[config.mk]
export PLATFORM = sky130hd
export DESIGN_NAME = oaat_word_hash_bucket_index_core
export DESIGN_NICKNAME = d
export VERILOG_FILES = /design/src/hw/rtl/owh_pkg.sv /design/src/hw/rtl/oaat_word_hash_bucket_index_core.sv /design/src/hw/rtl/owh_div.sv
export SDC_FILE = /design/constraint.sdc
export NUM_CORES = 1
export LEC_CHECK = 0
export BUFFER_PORTS_ARGS = -buffer_cell sky130_fd_sc_hd__buf_4
export CAP_MARGIN = 0
export CORE_MARGIN = 8
export CORE_UTILIZATION = 50
export DETAILED_ROUTE_END_ITERATION = 16
export PLACE_DENSITY = 0.67
export SETUP_SLACK_MARGIN = 0.15
export SYNTH_ARGS = -nofsm -noshare
export SYNTH_HDL_FRONTEND = slang
export SYNTH_SLANG_ARGS = --single-unit
[constraint.sdc]
create_clock -name clk -period 6.2 [get_ports clk]
set_input_delay 0.62 -clock clk [delete_from_list [all_inputs] [get_ports clk]]
set_output_delay 0.62 -clock clk [all_outputs]
set_load 0.05 [all_outputs]
[src/hw/rtl/owh_pkg.sv]
// Package for the one-at-a-time word hash core: payload structs,
// register map, hash constants and the divider request/response types.
// No dependencies.
`timescale 1ns / 1ps

package owh_pkg;

  localparam int unsigned HASH_W   = 32;
  localparam int unsigned CHAR_W   = 8;
  localparam int unsigned BCOUNT_W = 25;
  localparam int unsigned BIDX_W   = 24;
  localparam int unsigned ADDR_W   = 3;
  localparam int unsigned DATA_W   = 32;

  // Register index, taken from paddr[ADDR_W-1:2]
  localparam logic REG_BUCKET_COUNT = 1'b0;

  localparam logic [BCOUNT_W-1:0] BUCKET_COUNT_RESET = BCOUNT_W'(1024);
  localparam logic [BCOUNT_W-1:0] MAX_BUCKETS        = BCOUNT_W'(16777216);

  // Shift amounts of the mixing and finalizing steps
  localparam int unsigned MIX_SHL = 10;
  localparam int unsigned MIX_SHR = 6;
  localparam int unsigned FIN_SHL_A = 3;
  localparam int unsigned FIN_SHR   = 11;
  localparam int unsigned FIN_SHL_B = 15;

  localparam logic [CHAR_W-1:0] UPPER_A    = 8'h41;
  localparam logic [CHAR_W-1:0] UPPER_Z    = 8'h5A;
  localparam logic [CHAR_W-1:0] CASE_DELTA = 8'h20;

  typedef struct packed {
    logic [CHAR_W-1:0] char_byte;
    logic              has_char;
    logic              word_end;
  } in_t;

  typedef struct packed {
    logic [HASH_W-1:0] word_hash;
    logic [BIDX_W-1:0] bucket_index;
  } out_t;

  typedef struct packed {
    logic                start;
    logic [HASH_W-1:0]   dividend;
    logic [BCOUNT_W-1:0] divisor;
  } div_req_t;

  typedef struct packed {
    logic              done;
    logic [BIDX_W-1:0] remainder;
  } div_rsp_t;

endpackage

[src/hw/rtl/oaat_word_hash_bucket_index_core.sv]
// Top level of the one-at-a-time word hash core: APB register, input and
// output channels, step sequencer around one shared add/xor-shift unit.
// Depends on owh_pkg and owh_div.
// Sequence: an ending character transaction runs 3 mixing steps, 3 finalizing steps, the
// remainder run and the output load before out_valid rises; a bare end marker skips the
// mixing steps. An idle transaction leaves in_ready high; any other transaction holds
// in_ready low until its steps or its result load are done; a stalled output slot adds its wait.
// Synchronous active-high reset clears the running hash, the sequencer and
// the output valid, and sets bucket_count to 1024.
`timescale 1ns / 1ps

module oaat_word_hash_bucket_index_core
  import owh_pkg::*;
(
  input  logic              clk,
  input  logic              rst,
  input  logic              in_valid,
  output logic              in_ready,
  input  in_t               in_data,
  output logic              out_valid,
  input  logic              out_ready,
  output out_t              out_data,
  input  logic              psel,
  input  logic              penable,
  input  logic              pwrite,
  input  logic [ADDR_W-1:0] paddr,
  input  logic [DATA_W-1:0] pwdata,
  output logic [DATA_W-1:0] prdata,
  output logic              pready
);

  typedef enum logic [4:0] {
    ST_IDLE = 5'b00001,
    ST_MIX  = 5'b00010,
    ST_FIN  = 5'b00100,
    ST_DIV  = 5'b01000,
    ST_OUT  = 5'b10000
  } state_t;

  state_t              state;
  state_t              state_next;
  logic [1:0]          step;
  logic [BCOUNT_W-1:0] bucket_count;
  logic [HASH_W-1:0]   running_hash;
  logic [HASH_W-1:0]   alu_b;
  logic [HASH_W-1:0]   alu_out;
  logic                alu_xor;
  logic [CHAR_W-1:0]   chr;
  logic [CHAR_W-1:0]   chr_low;
  logic                end_q;
  logic [BIDX_W-1:0]   bidx;
  logic                in_fire;
  logic                out_load;
  logic                step_last;
  logic                reg_sel;
  div_req_t            div_req;
  div_rsp_t            div_rsp;

  // Configuration port
  assign pready  = 1'b1;
  assign reg_sel = (paddr[ADDR_W-1:2] == REG_BUCKET_COUNT);
  assign prdata  = reg_sel ? DATA_W'(bucket_count) : '0;

  always_ff @(posedge clk) begin
    if (rst) begin
      bucket_count <= BUCKET_COUNT_RESET;
    end else if (psel && penable && pwrite && reg_sel) begin
      bucket_count <= pwdata[BCOUNT_W-1:0];
    end
  end

  assign in_ready  = (state == ST_IDLE);
  assign in_fire   = in_valid && in_ready;
  assign out_load  = (state == ST_OUT) && (!out_valid || out_ready);
  assign step_last = (step == 2'd2);

  // Fold upper case ASCII letters
  assign chr_low = ((in_data.char_byte >= UPPER_A) && (in_data.char_byte <= UPPER_Z))
                 ? in_data.char_byte + CASE_DELTA : in_data.char_byte;

  // Shared unit: h <= h + b or h <= h ^ b, b picked by state and step
  always_comb begin
    alu_b   = '0;
    alu_xor = 1'b0;
    if (state == ST_MIX) begin
      case (step)
        2'd0:    alu_b = HASH_W'(chr);
        2'd1:    alu_b = running_hash << MIX_SHL;
        default: begin
          alu_b   = running_hash >> MIX_SHR;
          alu_xor = 1'b1;
        end
      endcase
    end else begin
      case (step)
        2'd0:    alu_b = running_hash << FIN_SHL_A;
        2'd1: begin
          alu_b   = running_hash >> FIN_SHR;
          alu_xor = 1'b1;
        end
        default: alu_b = running_hash << FIN_SHL_B;
      endcase
    end
    alu_out = alu_xor ? (running_hash ^ alu_b) : (running_hash + alu_b);
  end

  always_comb begin
    state_next = state;
    unique case (state)
      ST_IDLE: begin
        if (in_fire) begin
          if (in_data.has_char) begin
            state_next = ST_MIX;
          end else if (in_data.word_end) begin
            state_next = ST_FIN;
          end
        end
      end
      ST_MIX: begin
        if (step_last) begin
          state_next = end_q ? ST_FIN : ST_IDLE;
        end
      end
      ST_FIN: begin
        if (step_last) begin
          state_next = ST_DIV;
        end
      end
      ST_DIV: begin
        if (div_rsp.done) begin
          state_next = ST_OUT;
        end
      end
      ST_OUT: begin
        if (out_load) begin
          state_next = ST_IDLE;
        end
      end
      default: state_next = ST_IDLE;
    endcase
  end

  always_ff @(posedge clk) begin
    if (rst) begin
      state        <= ST_IDLE;
      step         <= '0;
      running_hash <= '0;
      out_valid    <= 1'b0;
    end else begin
      state <= state_next;
      if ((state == ST_MIX) || (state == ST_FIN)) begin
        running_hash <= alu_out;
        step         <= step_last ? 2'd0 : step + 2'd1;
      end
      if (out_load) begin
        running_hash <= '0;
        out_valid    <= 1'b1;
      end else if (out_valid && out_ready) begin
        out_valid <= 1'b0;
      end
    end
  end

  always_ff @(posedge clk) begin
    if (in_fire) begin
      chr   <= chr_low;
      end_q <= in_data.word_end;
    end
    if (div_rsp.done) begin
      bidx <= div_rsp.remainder;
    end
    if (out_load) begin
      out_data.word_hash    <= running_hash;
      out_data.bucket_index <= bidx;
    end
  end

  // Start the remainder on the last finalizing step; clamp the divisor
  assign div_req.start    = (state == ST_FIN) && step_last;
  assign div_req.dividend = alu_out;
  assign div_req.divisor  = (bucket_count > MAX_BUCKETS) ? MAX_BUCKETS : bucket_count;

  owh_div u_div (
    .clk (clk),
    .rst (rst),
    .req (div_req),
    .rsp (div_rsp)
  );

  a_char_mixes : assert property (@(posedge clk) disable iff (rst)
    (in_fire && in_data.has_char) |=> (state == ST_MIX) && (step == 2'd0))
    else $error("character transaction not mixed");

  a_hash_cleared : assert property (@(posedge clk) disable iff (rst)
    out_load |=> (running_hash == '0) && out_valid)
    else $error("running hash not cleared after result");

  a_div_only_in_div : assert property (@(posedge clk) disable iff (rst)
    div_rsp.done |-> (state == ST_DIV))
    else $error("remainder arrived outside divide phase");

  a_idle_after_bare : assert property (@(posedge clk) disable iff (rst)
    (in_fire && !in_data.has_char && !in_data.word_end) |=> in_ready)
    else $error("idle transaction left the sequencer busy");

endmodule

[src/hw/rtl/owh_div.sv]
// Iterative restoring remainder unit: one quotient bit per cycle.
// Depends on owh_pkg for widths and the request/response structs.
`timescale 1ns / 1ps

module owh_div
  import owh_pkg::*;
(
  input  logic     clk,
  input  logic     rst,
  input  div_req_t req,
  output div_rsp_t rsp
);

  localparam int unsigned CNT_W = $clog2(HASH_W);

  logic                busy;
  logic                done;
  logic [CNT_W-1:0]    count;
  logic [HASH_W-1:0]   dividend;
  logic [BCOUNT_W-1:0] divisor;
  logic [BCOUNT_W-1:0] rem;
  logic [BCOUNT_W:0]   shifted;
  logic                fits;

  assign shifted = {rem, dividend[HASH_W-1]};
  assign fits    = (shifted >= {1'b0, divisor});

  always_ff @(posedge clk) begin
    if (rst) begin
      busy  <= 1'b0;
      done  <= 1'b0;
      count <= '0;
    end else begin
      done <= 1'b0;
      if (req.start) begin
        busy  <= 1'b1;
        count <= '0;
      end else if (busy) begin
        count <= count + 1'b1;
        if (count == CNT_W'(HASH_W - 1)) begin
          busy <= 1'b0;
          done <= 1'b1;
        end
      end
    end
  end

  always_ff @(posedge clk) begin
    if (req.start) begin
      dividend <= req.dividend;
      divisor  <= req.divisor;
      rem      <= '0;
    end else if (busy) begin
      dividend <= {dividend[HASH_W-2:0], 1'b0};
      // A zero divisor yields a zero remainder
      if (divisor == '0) begin
        rem <= '0;
      end else if (fits) begin
        rem <= BCOUNT_W'(shifted - {1'b0, divisor});
      end else begin
        rem <= shifted[BCOUNT_W-1:0];
      end
    end
  end

  assign rsp.done      = done;
  assign rsp.remainder = rem[BIDX_W-1:0];

  a_start_busy : assert property (@(posedge clk) disable iff (rst)
    req.start |=> busy)
    else $error("divider did not start");

  a_done_after_busy : assert property (@(posedge clk) disable iff (rst)
    done |-> $past(busy))
    else $error("divider done without a run");

  a_rem_below_div : assert property (@(posedge clk) disable iff (rst)
    done |-> (divisor == '0) || (rem < divisor))
    else $error("remainder not below divisor");

endmodule

==> flow_summary_export.csv <==
group,metric,value,unit
run_status,status,"completed",
yosys,syn_area,13400,um^2
floorplanning,start_util,0.504,
floorplanning,fp.dieW,180,um
sta,period_needed,4.94,ns
sta,finalCritPeriodShare,0.796,
sta,slew_headroom,0.192,
finish,multiInputGateArea,6590,um^2
place,hpwlAfterDp,25.2,mm
drt,routed.top_layer,"met4",
clock_tree,tritoncts,"yes",
yosys,synthCells,1418,
yosys,synth-main-ff-cell,"edfxtp_1",
sta,finalMaxSlewViolations,0,
yosys,synth_top_area_frac,0.326,
yosys,synthArstFlopShare,0,
sta,hold_ws,0.269,ns
clock_tree,clkTransAtPathRegs,0.06,ns
yosys,avgSynthCellArea,9.47,um^2
clock_tree,cts_max_level,1,
yosys,yosysWarnings,0,
pwr,p_leak,6.16,nW
yosys,synth_area_leaders,"edfxtp_1 (33%), dfxtp_1 (14%), ha_1 (6.0%)",
floorplanning,design.die.area,32400,um^2
finish,antenna_cells,0,
drt,vias,10900,
finish,fin_cells,1862,
sta,worst_pin_slew,1.20,ns
floorplanning,num_rows,60,
worst_setup_path,crit_fanout,25,
drt,wl_met1,16.7,mm
global_route,grt_pass1_wl,55.3,mm
finish,fin_nets,1619,
worst_setup_path,crit_buf_inv,1,
finish,n_fill_cell,2380,
worst_setup_path,worst_setup_path_end_kind,"register",
yosys,synth.most_common_cell,"nand2_1",
worst_setup_path,criticalPathCategory,"reg -> reg",
drt,drtAntennaViolNets,0,
worst_setup_path,crit_chain,"or3_1, or2_1, nor2_1, a22oi_1, o22ai_1, ha_1, inv_1, fa_1, nor2b_1, o21ai_0, a21boi_1, o21ai_1, o211ai_1, a31oi_1, nor2_1, nor2_1, a221o_1",
place,dp.cells,1814,
yosys,synth-edff-count,146,
floorplanning,core,26700,um^2
drt,via_per_inst,5.84,
drt,wirelength,35.1,mm
worst_setup_path,crit_path_start_kind,"register",
sta,max_freq,0.203,GHz
clock_tree,clk_latency,0.54,ns
yosys,ys_types,84,
clock_tree,cts_sinks,243,
drt,firstDrtPassIters,5,
clock_tree,cts_max_path_buffers,3,
min_path,hold_class,"in -> reg",
job,maxCapViolCount,0,
floorplanning,io_pins,143,
drt,wire_per_inst,18.9,um
clock_tree,cts-buffers-inserted,26,
pwr,power_frac_comb,0.238,
yosys,ys_seq_elements,243,
finish,register_area,6330,um^2
clock_tree,postCtsSetupRepairBufs,0,
finish,fin_util,0.577,
global_route,grt_overflow,0,
clock_tree,cts_resized,0,
worst_setup_path,crit_top_cell,"nor2_1",
clock_tree,hold_buffers,0,
drt,drt_iter0_markers,1131,
sta,final.setup_skew,0.0136,ns
yosys,synth_common_cells,"nand2_1 (189), edfxtp_1 (146), a21oi_1 (116)",
finish,drive_above_1_share,0.137,
pwr,p_sw,1.52,mW
floorplanning,die_h,180,um
pwr,vdd_ir_drop_max,0.287,mV
global_route,grt_pass1_vias,9995,
sta,grt_setup_unrepaired,"false",
pwr,power.share.sequential,0.431,
pwr,intPower,3.07,mW
pwr,clock_power_share,0.331,
sta,finalHoldViolations,0,
worst_setup_path,path_delay_family,"simple AND/OR/NAND/NOR gates",
place,io_buffers,125,
drt,met3WireLength,3.00,mm
drt,dr_wl_met2,14.8,mm
worst_setup_path,cpMaxStageDelayCell,"or2_1",
pwr,powerDensity,298,nW/um^2
finish,syn2layout_area_growth,14.6,%
drt,drc,0,
sta,tns,0,ns
worst_setup_path,critPathArrivalTime,5.22,ns
yosys,synth_largest_area_cell,"edfxtp_1",
pwr,swShare,0.332,
place,gp_congestion,0.922,
worst_setup_path,worst_ep_required_time,6.48,ns
sta,setup_viol,0,
global_route,antenna_found_initial,0,
global_route,grt_usage,0.209,
worst_setup_path,slowest_delay,0.57,ns
yosys,ys_seq_area_frac,0.471,
clock_tree,cts_root_buffer,"clkbuf_16",
finish,finalInstanceArea,15400,um^2
place,place_area,14500,um^2
global_route,grt_max_degree,66,
[power groups by stage]
| stage | logic [mW] | clock network (mW) | registers, mW |
|---|---|---|---|
| floorplan | 0.864 | 0 | 1.91 |
| global placement | 1.06 | 0 | 2.01 |
| detailed placement | 1.08 | 0 | 2.00 |
| CTS | 1.08 | 1.56 | 1.97 |
| global route | 1.20 | 1.62 | 1.98 |
| finish | 1.09 | 1.52 | 1.98 |
[worst reg2reg max path, delay by kind of cell, from the launching register on]
| kind | cells | cell delay [ns] |
|---|---|---|
| simple gates | 6 | 1.81 |
| fa+ha+maj | 2 | 0.63 |
| compound gates | 8 | 1.78 |
| buf+inv | 1 | 0.07 |
| flops | 1 | 0.38 |
[worst paths after layout]
check | from | to | slack [ns] | cells after the start
worst min register to register | bidx[7]$_DFFE_PP_ | out_data[7]$_DFFE_PP_ | 0.42 | 0
worst max register to register | state[2]$_SDFFE_PP0P_ | u_div.dividend[28]$_DFFE_PP_ | 1.26 | 17
worst max-delay path | state[2]$_SDFFE_PP0P_ | u_div.dividend[28]$_DFFE_PP_ | 1.26 | 17
worst min-delay path | in_data[0] | end_q$_DFFE_PP_ | 0.27 | 1
[layout by cell type (no fill, tap or decap), drive strengths merged, types with 9 or more instances in the layout]
master | netlist | final
a211oi | 31 | 31
and2 | 19 | 19
nand2b | 9 | 9
buf | 22 | 140
inv | 39 | 41
nand4 | 15 | 15
xnor2 | 30 | 30
a21oi | 116 | 116
o22ai | 12 | 12
nand3 | 26 | 26
o21a | 9 | 9
nor2b | 40 | 40
nand3b | 10 | 10
clkbuf | 69 | 30
clkinv | 0 | 10
edfxtp | 146 | 146
a21o | 38 | 38
xor2 | 20 | 20
dfxtp | 97 | 97
nor3 | 21 | 21
nor2 | 106 | 106
or2 | 9 | 9
o21ai | 104 | 104
nand2 | 190 | 190
a31oi | 20 | 20
nor4 | 14 | 14
o211ai | 9 | 9
mux2i | 34 | 34
ha | 64 | 64
[registers in the layout, indices dropped and copies added, names as in the netlist]
register / cells
u_div.count: 5
u_div.busy: 1
out_valid: 1
u_div.divisor: 25
step: 2
out_data: 56
bucket_count: 25
end_q: 1
u_div.done: 1
u_div.dividend: 32
u_div.rem: 25
state: 5
chr: 8
running_hash: 32
bidx: 24
[per-layer routing]
metal	global-route usage	up-vias
met5	0	-
met4	0.0540	0
met3	0.0448	51
met2	0.304	410
met1	0.308	5085
li1	-	5322
[layout make-up]
class / count / share of cell area
multi-input cells: 1051 / 0.428
flip-flops and latches: 243 / 0.411
clock inverters: 18 / 0.0114
repair buffers: 140 / 0.0683
inverters: 39 / 0.00951
well taps: 341 / 0.0277
clock buffers: 30 / 0.0439
[kinds of logic (layout without fill, tap and decap cells)]
logic type / after synthesis / count (layout) / synth area share
fa+ha+maj: 66 / 66 / 0.0626
mux: 34 / 34 / 0.0253
flops: 243 / 243 / 0.471
xor+xnor: 50 / 50 / 0.0326
compound gates: 403 / 403 / 0.191
buf+inv: 130 / 227 / 0.0416
simple gates: 490 / 490 / 0.175
other cells: 2 / 8 / 0.000559
[through the flow]
stage | setup WS (ns) | power [mW]
3_3_place_gp | 1.38 | 3.06
3_5_place_dp | 1.37 | 3.08
6_report | 1.26 | 4.59
2_1_floorplan | 2.06 | 2.77
4_1_cts | 1.34 | 4.61
5_1_grt | 0.951 | 4.81
(Power assumes the default switching activity.)
